===== config.mk =====
export PLATFORM = sky130hd
export DESIGN_NAME = differential_drive_odometry
export DESIGN_NICKNAME = d
export VERILOG_FILES = /design/src/rtl/ddo_pkg.sv /design/src/rtl/ddo_cordic.sv /design/src/rtl/differential_drive_odometry.sv
export SDC_FILE = /design/constraint.sdc
export NUM_CORES = 2
export LEC_CHECK = 0
export BUFFER_PORTS_ARGS = -buffer_cell sky130_fd_sc_hd__clkbuf_2
export CORE_MARGIN = 1.5
export CORE_UTILIZATION = 52
export DETAILED_ROUTE_END_ITERATION = 6
export PLACE_DENSITY = 0.78
export SYNTH_ARGS = -nofsm -noshare
export SYNTH_HDL_FRONTEND = slang
export SYNTH_SLANG_ARGS = --single-unit

===== constraint.sdc =====
create_clock -name clock -period 8.6 [get_ports clock]
set_input_delay 1.29 -clock clock [delete_from_list [all_inputs] [get_ports clock]]
set_output_delay 1.29 -clock clock [all_outputs]
set_load 0.02 [all_outputs]

===== src/rtl/ddo_pkg.sv =====
// Shared constants, tables and helpers for the differential drive odometry block.
`default_nettype none
package ddo_pkg;

   // Rotation arithmetic runs on 34-bit signed Q2.30 values.
   localparam int TRIG_W         = 34;
   localparam int TRIG_TABLE_LEN = 24;
   localparam logic signed [TRIG_W-1:0] CORDIC_GAIN_Q30 = 34'sd652032874;
   localparam logic signed [TRIG_W-1:0] ANGLE_QUARTER   = 34'sd1073741824;
   localparam logic signed [TRIG_W-1:0] ANGLE_HALF      = 34'sd2147483648;

   // Datapath widths of the two serial multiplies.
   localparam int SUM_W   = 34;
   localparam int PROD1_W = 54;
   localparam int DIST_W  = 45;
   localparam int TURN_W  = 25;
   localparam int PROD2_W = 61;

   // Configuration register indexes.
   localparam logic [2:0] REG_DIST_PER_TICK  = 3'd0;
   localparam logic [2:0] REG_ANGLE_PER_TICK = 3'd1;
   localparam logic [2:0] REG_INITIAL_X      = 3'd2;
   localparam logic [2:0] REG_INITIAL_Y      = 3'd3;
   localparam logic [2:0] REG_INITIAL_HEAD   = 3'd4;

   // Arctangent of 2^-i in 32-bit binary angle units.
   function automatic logic [31:0] atan_turn(input logic [4:0] idx);
      logic [31:0] r;
      case (idx)
         5'd0:  r = 32'h20000000;
         5'd1:  r = 32'h12E4051D;
         5'd2:  r = 32'h09FB385B;
         5'd3:  r = 32'h051111D4;
         5'd4:  r = 32'h028B0D43;
         5'd5:  r = 32'h0145D7E1;
         5'd6:  r = 32'h00A2F61E;
         5'd7:  r = 32'h00517C55;
         5'd8:  r = 32'h0028BE53;
         5'd9:  r = 32'h00145F2E;
         5'd10: r = 32'h000A2F98;
         5'd11: r = 32'h000517CC;
         5'd12: r = 32'h00028BE6;
         5'd13: r = 32'h000145F3;
         5'd14: r = 32'h0000A2F9;
         5'd15: r = 32'h0000517C;
         5'd16: r = 32'h000028BE;
         5'd17: r = 32'h0000145F;
         5'd18: r = 32'h00000A2F;
         5'd19: r = 32'h00000517;
         5'd20: r = 32'h0000028B;
         5'd21: r = 32'h00000145;
         5'd22: r = 32'h000000A2;
         5'd23: r = 32'h00000051;
         default: r = 32'h00000000;
      endcase
      return r;
   endfunction

   // Round a Q2.30 value to Q1.15, half up, and clamp to the 16-bit range.
   function automatic logic signed [15:0] to_q15(input logic signed [TRIG_W-1:0] v);
      logic signed [TRIG_W-1:0] t;
      logic signed [15:0]       r;
      t = (v + 34'sd16384) >>> 15;
      if (t > 34'sd32767) begin
         r = 16'sh7FFF;
      end else if (t < -34'sd32768) begin
         r = 16'sh8000;
      end else begin
         r = t[15:0];
      end
      return r;
   endfunction

endpackage
`default_nettype wire


===== src/rtl/ddo_cordic.sv =====
// Iterative rotation unit giving cosine and sine of a 16-bit binary angle.
`default_nettype none
module ddo_cordic #(
   parameter int TRIG_STEPS = 16
) (
   input  wire logic               clock,
   input  wire logic               reset,
   input  wire logic               start,
   input  wire logic [15:0]        angle,
   output logic                    done,
   output logic signed [15:0]      cos_q15,
   output logic signed [15:0]      sin_q15
);
   import ddo_pkg::*;

   localparam int CNT_W = $clog2(TRIG_STEPS);
   localparam logic [CNT_W-1:0] LAST_STEP = CNT_W'(TRIG_STEPS - 1);

   logic                     run_ff, run_in;
   logic                     cvt_ff, cvt_in;
   logic                     done_ff, done_in;
   logic [CNT_W-1:0]         cnt_ff, cnt_in;
   logic signed [TRIG_W-1:0] x_ff, x_in, y_ff, y_in, z_ff, z_in;
   logic                     flip_ff, flip_in;
   logic signed [15:0]       cos_ff, cos_in, sin_ff, sin_in;

   logic signed [TRIG_W-1:0] z0, xs, ys, at, vx, vy;

   always_comb begin
      run_in  = run_ff;
      cvt_in  = 1'b0;
      done_in = 1'b0;
      cnt_in  = cnt_ff;
      x_in    = x_ff;
      y_in    = y_ff;
      z_in    = z_ff;
      flip_in = flip_ff;
      cos_in  = cos_ff;
      sin_in  = sin_ff;

      z0 = {{2{angle[15]}}, angle, 16'h0000};
      xs = x_ff >>> cnt_ff;
      ys = y_ff >>> cnt_ff;
      at = {2'b00, atan_turn(5'(cnt_ff))};
      vx = flip_ff ? -x_ff : x_ff;
      vy = flip_ff ? -y_ff : y_ff;

      if (start) begin
         // Fold the angle into the right half plane; the result is negated later.
         run_in  = 1'b1;
         cnt_in  = '0;
         x_in    = CORDIC_GAIN_Q30;
         y_in    = '0;
         flip_in = 1'b0;
         z_in    = z0;
         if (z0 > ANGLE_QUARTER) begin
            z_in    = z0 - ANGLE_HALF;
            flip_in = 1'b1;
         end else if (z0 < -ANGLE_QUARTER) begin
            z_in    = z0 + ANGLE_HALF;
            flip_in = 1'b1;
         end
      end else if (run_ff) begin
         if (!z_ff[TRIG_W-1]) begin
            x_in = x_ff - ys;
            y_in = y_ff + xs;
            z_in = z_ff - at;
         end else begin
            x_in = x_ff + ys;
            y_in = y_ff - xs;
            z_in = z_ff + at;
         end
         cnt_in = cnt_ff + 1'b1;
         if (cnt_ff == LAST_STEP) begin
            run_in = 1'b0;
            cvt_in = 1'b1;
         end
      end else if (cvt_ff) begin
         cos_in  = to_q15(vx);
         sin_in  = to_q15(vy);
         done_in = 1'b1;
      end
   end

   always_ff @(posedge clock) begin
      if (reset) begin
         run_ff  <= 1'b0;
         cvt_ff  <= 1'b0;
         done_ff <= 1'b0;
         cnt_ff  <= '0;
      end else begin
         run_ff  <= run_in;
         cvt_ff  <= cvt_in;
         done_ff <= done_in;
         cnt_ff  <= cnt_in;
      end
      x_ff    <= x_in;
      y_ff    <= y_in;
      z_ff    <= z_in;
      flip_ff <= flip_in;
      cos_ff  <= cos_in;
      sin_ff  <= sin_in;
   end

   assign done    = done_ff;
   assign cos_q15 = cos_ff;
   assign sin_q15 = sin_ff;

endmodule
`default_nettype wire


===== src/rtl/differential_drive_odometry.sv =====
// Top level of the differential drive wheel odometry block.
`default_nettype none
// Each accepted word carries the current left and right encoder counters; the
// block forms the wrapped tick deltas, the mean travel and the turn, and returns
// one word with the new pose (x and y in Q8 millimetres, saturated, and the
// heading in 65536 units per turn). From acceptance to the result, a word passes
// through a bit-serial multiply over the distance-per-tick register (the turn
// multiply runs alongside), a setup step, TRIG_STEPS rotation steps plus a
// conversion step and a handover step in the sine/cosine unit, a bit-serial
// multiply over the cosine and sine, and the pose update. The input is stalled
// for that whole time, and the pose update itself waits while an earlier result
// is still held in the output register. A new word is taken once the pose is
// updated, even while the previous result still waits in the output register.
// Writing an initial pose register loads the pose at once; writes must come
// only when idle, which the block itself does not enforce.
module differential_drive_odometry #(
   parameter int TRIG_STEPS = 16
) (
   input  wire logic               clock,
   input  wire logic               reset,
   input  wire logic               req_valid,
   output logic                    req_stall,
   input  wire logic signed [31:0] req_left_count,
   input  wire logic signed [31:0] req_right_count,
   output logic                    rsp_valid,
   input  wire logic               rsp_stall,
   output logic signed [31:0]      rsp_pos_x,
   output logic signed [31:0]      rsp_pos_y,
   output logic [15:0]             rsp_heading,
   input  wire logic               csr_write,
   input  wire logic [2:0]         csr_index,
   input  wire logic [31:0]        csr_data
);
   import ddo_pkg::*;

   typedef enum logic [5:0] {
      ST_IDLE = 6'b000001,
      ST_MUL1 = 6'b000010,
      ST_PREP = 6'b000100,
      ST_TRIG = 6'b001000,
      ST_MUL2 = 6'b010000,
      ST_DONE = 6'b100000
   } state_type;

   localparam logic [4:0] MUL1_LAST = 5'd19;
   localparam logic [4:0] MUL2_LAST = 5'd15;

   state_type state_ff, state_in;
   logic [4:0] cnt_ff, cnt_in;

   // Configuration and pose state.
   logic [19:0]        dpt_ff, dpt_in;
   logic [15:0]        apt_ff, apt_in;
   logic signed [31:0] cur_x_ff, cur_x_in, cur_y_ff, cur_y_in;
   logic [15:0]        cur_hd_ff, cur_hd_in;
   logic [31:0]        last_l_ff, last_l_in, last_r_ff, last_r_in;

   // First multiply: distance product and turn product, one multiplier bit a cycle.
   logic signed [PROD1_W-1:0] m1_acc_ff, m1_acc_in, m1_mc_ff, m1_mc_in;
   logic [19:0]               m1_mp_ff, m1_mp_in;
   logic [TURN_W-1:0]         t_acc_ff, t_acc_in, t_mc_ff, t_mc_in;
   logic [15:0]               t_mp_ff, t_mp_in;
   logic [15:0]               full_ff, full_in;

   // Second multiply: distance times cosine and sine.
   logic signed [PROD2_W-1:0] ax_ff, ax_in, ay_ff, ay_in, m2_mc_ff, m2_mc_in;
   logic [15:0]               cx_ff, cx_in, sy_ff, sy_in;

   // Output register.
   logic                rsp_valid_ff, rsp_valid_in;
   logic signed [31:0]  out_x_ff, out_x_in, out_y_ff, out_y_in;
   logic [15:0]         out_hd_ff, out_hd_in;

   logic                trig_start, trig_done;
   logic [15:0]         trig_angle;
   logic signed [15:0]  trig_cos, trig_sin;

   logic                     accept;
   logic [31:0]              dl, dr;
   logic signed [SUM_W-1:0]  dsum, ddiff;
   logic [TURN_W-1:0]        half_r, full_r;
   logic signed [PROD2_W-1:0] m2_neg;
   logic signed [46:0]       nx, ny;
   logic                     out_free;

   ddo_cordic #(
      .TRIG_STEPS(TRIG_STEPS)
   ) u_cordic (
      .clock   (clock),
      .reset   (reset),
      .start   (trig_start),
      .angle   (trig_angle),
      .done    (trig_done),
      .cos_q15 (trig_cos),
      .sin_q15 (trig_sin)
   );

   assign accept   = req_valid && !req_stall;
   assign out_free = !rsp_valid_ff || !rsp_stall;

   always_comb begin
      state_in     = state_ff;
      cnt_in       = cnt_ff;
      dpt_in       = dpt_ff;
      apt_in       = apt_ff;
      cur_x_in     = cur_x_ff;
      cur_y_in     = cur_y_ff;
      cur_hd_in    = cur_hd_ff;
      last_l_in    = last_l_ff;
      last_r_in    = last_r_ff;
      m1_acc_in    = m1_acc_ff;
      m1_mc_in     = m1_mc_ff;
      m1_mp_in     = m1_mp_ff;
      t_acc_in     = t_acc_ff;
      t_mc_in      = t_mc_ff;
      t_mp_in      = t_mp_ff;
      full_in      = full_ff;
      ax_in        = ax_ff;
      ay_in        = ay_ff;
      m2_mc_in     = m2_mc_ff;
      cx_in        = cx_ff;
      sy_in        = sy_ff;
      out_x_in     = out_x_ff;
      out_y_in     = out_y_ff;
      out_hd_in    = out_hd_ff;
      rsp_valid_in = rsp_valid_ff && rsp_stall;
      trig_start   = 1'b0;

      // Tick deltas wrap at 32 bits and are then taken as signed.
      dl    = req_left_count - last_l_ff;
      dr    = req_right_count - last_r_ff;
      dsum  = SUM_W'(signed'(dl)) + SUM_W'(signed'(dr));
      ddiff = SUM_W'(signed'(dr)) - SUM_W'(signed'(dl));

      // Only the low bits of the turn product reach the 16-bit heading.
      half_r     = t_acc_ff + TURN_W'(256);
      full_r     = t_acc_ff + TURN_W'(128);
      trig_angle = cur_hd_ff + half_r[24:9];

      // The sign bit of the cosine or sine weighs negative.
      m2_neg = (cnt_ff == MUL2_LAST) ? -m2_mc_ff : m2_mc_ff;

      // The products were seeded with the rounding constant, so dx and dy are slices.
      nx = 47'(cur_x_ff) + 47'(signed'(ax_ff[PROD2_W-1:15]));
      ny = 47'(cur_y_ff) + 47'(signed'(ay_ff[PROD2_W-1:15]));

      case (state_ff)
         ST_IDLE: begin
            if (accept) begin
               last_l_in = req_left_count;
               last_r_in = req_right_count;
               m1_acc_in = PROD1_W'(256);
               m1_mc_in  = PROD1_W'(dsum);
               m1_mp_in  = dpt_ff;
               t_acc_in  = '0;
               t_mc_in   = ddiff[TURN_W-1:0];
               t_mp_in   = apt_ff;
               cnt_in    = '0;
               state_in  = ST_MUL1;
            end
         end
         ST_MUL1: begin
            if (m1_mp_ff[0]) begin
               m1_acc_in = m1_acc_ff + m1_mc_ff;
            end
            if (t_mp_ff[0]) begin
               t_acc_in = t_acc_ff + t_mc_ff;
            end
            m1_mc_in = m1_mc_ff <<< 1;
            m1_mp_in = m1_mp_ff >> 1;
            t_mc_in  = t_mc_ff << 1;
            t_mp_in  = t_mp_ff >> 1;
            cnt_in   = cnt_ff + 1'b1;
            if (cnt_ff == MUL1_LAST) begin
               state_in = ST_PREP;
            end
         end
         ST_PREP: begin
            full_in    = full_r[23:8];
            m2_mc_in   = PROD2_W'(signed'(m1_acc_ff[PROD1_W-1:9]));
            ax_in      = PROD2_W'(16384);
            ay_in      = PROD2_W'(16384);
            trig_start = 1'b1;
            state_in   = ST_TRIG;
         end
         ST_TRIG: begin
            if (trig_done) begin
               cx_in    = trig_cos;
               sy_in    = trig_sin;
               cnt_in   = '0;
               state_in = ST_MUL2;
            end
         end
         ST_MUL2: begin
            if (cx_ff[0]) begin
               ax_in = ax_ff + m2_neg;
            end
            if (sy_ff[0]) begin
               ay_in = ay_ff + m2_neg;
            end
            m2_mc_in = m2_mc_ff <<< 1;
            cx_in    = cx_ff >> 1;
            sy_in    = sy_ff >> 1;
            cnt_in   = cnt_ff + 1'b1;
            if (cnt_ff == MUL2_LAST) begin
               state_in = ST_DONE;
            end
         end
         ST_DONE: begin
            if (out_free) begin
               if (nx[46:31] != {16{nx[46]}}) begin
                  cur_x_in = nx[46] ? 32'sh80000000 : 32'sh7FFFFFFF;
               end else begin
                  cur_x_in = nx[31:0];
               end
               if (ny[46:31] != {16{ny[46]}}) begin
                  cur_y_in = ny[46] ? 32'sh80000000 : 32'sh7FFFFFFF;
               end else begin
                  cur_y_in = ny[31:0];
               end
               cur_hd_in    = cur_hd_ff + full_ff;
               out_x_in     = cur_x_in;
               out_y_in     = cur_y_in;
               out_hd_in    = cur_hd_in;
               rsp_valid_in = 1'b1;
               state_in     = ST_IDLE;
            end
         end
         default: begin
            state_in = ST_IDLE;
         end
      endcase

      // Register writes must arrive only while the block is idle; the block itself does not enforce it.
      if (csr_write) begin
         case (csr_index)
            REG_DIST_PER_TICK:  dpt_in    = csr_data[19:0];
            REG_ANGLE_PER_TICK: apt_in    = csr_data[15:0];
            REG_INITIAL_X:      cur_x_in  = csr_data;
            REG_INITIAL_Y:      cur_y_in  = csr_data;
            REG_INITIAL_HEAD:   cur_hd_in = csr_data[15:0];
            default: begin
            end
         endcase
      end
   end

   always_ff @(posedge clock) begin
      if (reset) begin
         state_ff     <= ST_IDLE;
         cnt_ff       <= '0;
         dpt_ff       <= 20'd28149;
         apt_ff       <= 16'd4096;
         cur_x_ff     <= '0;
         cur_y_ff     <= '0;
         cur_hd_ff    <= '0;
         last_l_ff    <= '0;
         last_r_ff    <= '0;
         rsp_valid_ff <= 1'b0;
      end else begin
         state_ff     <= state_in;
         cnt_ff       <= cnt_in;
         dpt_ff       <= dpt_in;
         apt_ff       <= apt_in;
         cur_x_ff     <= cur_x_in;
         cur_y_ff     <= cur_y_in;
         cur_hd_ff    <= cur_hd_in;
         last_l_ff    <= last_l_in;
         last_r_ff    <= last_r_in;
         rsp_valid_ff <= rsp_valid_in;
      end
      m1_acc_ff <= m1_acc_in;
      m1_mc_ff  <= m1_mc_in;
      m1_mp_ff  <= m1_mp_in;
      t_acc_ff  <= t_acc_in;
      t_mc_ff   <= t_mc_in;
      t_mp_ff   <= t_mp_in;
      full_ff   <= full_in;
      ax_ff     <= ax_in;
      ay_ff     <= ay_in;
      m2_mc_ff  <= m2_mc_in;
      cx_ff     <= cx_in;
      sy_ff     <= sy_in;
      out_x_ff  <= out_x_in;
      out_y_ff  <= out_y_in;
      out_hd_ff <= out_hd_in;
   end

   assign req_stall   = (state_ff != ST_IDLE);
   assign rsp_valid   = rsp_valid_ff;
   assign rsp_pos_x   = out_x_ff;
   assign rsp_pos_y   = out_y_ff;
   assign rsp_heading = out_hd_ff;

`ifndef SYNTHESIS
   // The rotation unit reports only while the sequencer waits for it.
   assert property (@(posedge clock) disable iff (reset)
      trig_done |-> state_ff == ST_TRIG)
      else $error("rotation result outside the wait state");

   // An accepted word starts the first multiply from step zero.
   assert property (@(posedge clock) disable iff (reset)
      accept |=> state_ff == ST_MUL1 && cnt_ff == 5'd0)
      else $error("accepted word did not start the multiply");

   // A finished update with room at the output shows a result and frees the input.
   assert property (@(posedge clock) disable iff (reset)
      state_ff == ST_DONE && out_free |=> rsp_valid_ff && state_ff == ST_IDLE)
      else $error("finished update not delivered");
`endif

endmodule
`default_nettype wire

==> reports/metrics.yaml <==
status: "finished clean"
dr.pass1.iters: 6
critPathRequiredTime_ns: 9.21
worstSetupEndpointType: "flop"
yosysMostFrequentCell: "nand2_1"
die_h_um: 363
dieArea_mm2: 0.132
worstSkewPairLatency_ns: 0.73
drive_gt1_share_pct: 7.66
vdd_drop_max_mv: 0.248
cp.arrival_ns: 7.77
first_global_vias: 55568
numCtsBuffers: 99
fp-row-count: 132
start_kind: "flop"
ys.flop_type: "edfxtp_1"
synthesis.area_mm2: 0.0675
drc: 0
synthTopCellsByArea: "edfxtp_1, ha_1, dfxtp_1"
ys.warnings.count: 0
die_x_um: 363
clock-sinks: 868
instances_no_fill: 9662
fin_skew_ns: 0.0345
synth_common_cells: "nand2_1, nor2_1, a21oi_1"
seq_area_frac_synth_pct: 34.2
max_slew_margin_pct: 11.2
synth_top_family_by_area: "compound AO/OA/AOI/OAI gates"
cts_buffer_depth: 3
post-route-min-period_ns: 7.16
initial_core_util_pct: 52.3
hold_viol_final: 0
final.setup.tns_ns: 0
post_cts_buffers: 0
syn_area_per_cell_um2: 8.59
drv_slew: 0
post-route-util_pct: 56.6
synth_cells: 7865
ioPinCount: 186
dr.max_layer_used: "met5"
synthSimpleGateAreaFrac_pct: 18.5
rsz0062_at_grt: "no"
tritoncts: "yes"
synth_top_area_cell: "edfxtp_1"
stdcell_area_mm2: 0.0730
dp_hpwl_um: 138000
synth_top_area_share_pct: 25.4
grt_max_degree: 164
core_area_mm2: 0.129
tightest_slew_ns: 1.32
vias: 58178
ys_seq_elements: 868
ant_nets: 0
p_per_area_mw_per_mm2: 244
wl_met1_um: 77600
wire_per_inst_um: 19.2
synth-adder-area-share_pct: 10.7
power_mw: 17.8
synth_compound_area_share_pct: 19.5
grt-ovfl-total: 0
grt_antenna_before_repair: 5
fillers: 11571
placed_area_mm2: 0.0696
dp_slack_ns: 1.02
max_cap_viol_count: 0
synth_xor_area_share_pct: 9.06
final.setup.worst_slack_ns: 1.44
syn_nets: 8538
p_leak_nw: 29.6
cts_resized: 0
synth_cell_type_count: 105
drt_iter0_drc: 5089
port_buffers: 185
synth_edf_count: 571
met2_wirelength_um: 87800
synthMuxAreaShare_pct: 3.98
critPathMaxFanout: 47
hold_path.class: "reg -> reg"
areaGrowthSynthToFinish_pct: 8.13
synthArstFlopShare_pct: 0
fmax_ghz: 0.140
fin_crit_sh_pct: 83.2
nNetsFinal: 8504
path_class: "reg -> reg"
holdBufCountCts: 0
gp_congestion: 0.970
grtUsageTotal_pct: 27.3
met3WireLength_um: 12600
hold_slack_ns: 0.454
grt_first_pass_wirelength_um: 293000
h-tree-depth: 3
viasPerCell: 6.02
cts-root-buf: "clkbuf_16"
routed_wl_um: 186000
setup_viol: 0
placedCellCount: 9472
clk_pin_slew_ns: 0.06
## kinds of logic (layout without fill, tap and decap cells)
| family | Yosys count | count (layout) |
|---|---|---|
| and+or+nand+nor | 2773 | 2773 |
| muxes | 181 | 181 |
| buffers and inverters | 699 | 750 |
| AOI/OAI and AO/OA | 2076 | 2076 |
| DFF | 868 | 868 |
| xor gates and xnor gates | 698 | 698 |
| other | 0 | 4 |
| adders and majority gates | 570 | 570 |
## layout by cell type (no fill, tap or decap), drive strengths merged, types with 47 or more instances in the layout
cell       n
a21oi    692
nand2   1134
o21a      73
or3       51
o21bai    94
nand3    135
and2      53
a211oi    52
a21o     239
xor2     237
nor2b     72
a31oi     82
nand4     67
o31ai     64
nand2b   106
mux2i     81
dfxtp    297
o21ai    431
clkbuf   317
edfxtp   571
nor3     198
nor2     739
buf       47
xnor2    461
ha       554
mux4      67
inv      343
and3      59
## worst max-delay path: stages (launching register included)
cell,delay (ns)
dfxtp_4,0.89
buf_4,0.51
mux4_2,0.60
mux2i_1,0.25
a21oi_1,0.14
nor2_1,0.22
nand3_1,0.15
nor3_1,0.23
and3_1,0.32
nor2_1,0.08
xor2_1,0.17
ha_1,0.33
and3_1,0.27
nand2_1,0.09
nor3b_1,0.16
nand2_1,0.11
a2bb2oi_1,0.24
o311a_1,0.26
a41o_1,0.25
a41o_1,0.24
nand2_1,0.11
a2111oi_0,0.76
o31ai_1,0.22
xor2_1,0.21
a21o_1,0.13
nand2_1,0.04
## area by class of cell
| type | count | area, um2 | area share [%] |
|---|---|---|---|
| Timing Repair Buffer | 231 | 1300 | 1.78 |
| Inverter | 333 | 1260 | 1.72 |
| Clock inverter | 53 | 623 | 0.853 |
| Sequential cell | 868 | 23100 | 31.6 |
| Clock buffer | 133 | 2760 | 3.78 |
| Tap cell | 1742 | 2180 | 2.98 |
| Antenna cell | 4 | 10.0 | 0.0137 |
| Multi-Input combinational cell | 6298 | 41800 | 57.2 |
## power breakdown
group / total, mW / leakage (nW) / switching, mW / internal, mW
registers: 5.75 / 7.46 / 0.663 / 5.09
clock network: 4.45 / 1.66 / 1.85 / 2.60
logic: 7.64 / 20.5 / 4.35 / 3.29
## layer usage
metal | GRT usage (%) | vias to the layer above
li1 | - | 28192
met1 | 34.9 | 27678
met2 | 46.3 | 1922
met3 | 3.87 | 380
met4 | 11.3 | 6
met5 | 0 | -
## flip-flops by register name (all words and copies together), names as in the netlist, 34 cells and up
| register | cells |
|---|---|
| ax_ff | 61 |
| ay_ff | 61 |
| m1_acc_ff | 54 |
| m1_mc_ff | 54 |
| m2_mc_ff | 61 |
| u_cordic.x_ff | 34 |
| u_cordic.y_ff | 34 |
| u_cordic.z_ff | 34 |
## worst paths after layout
check,from,endpoint,slack (ns),cells after the start
worst min register to register,last_r_ff[9],last_r_ff[9],0.45,2
worst max-delay path,u_cordic.cnt_ff[0],u_cordic.y_ff[33],1.44,25
worst min-delay path,last_r_ff[9],last_r_ff[9],0.45,2
worst max register to register,u_cordic.cnt_ff[0],u_cordic.y_ff[33],1.44,25
(Power assumes the default switching activity.)
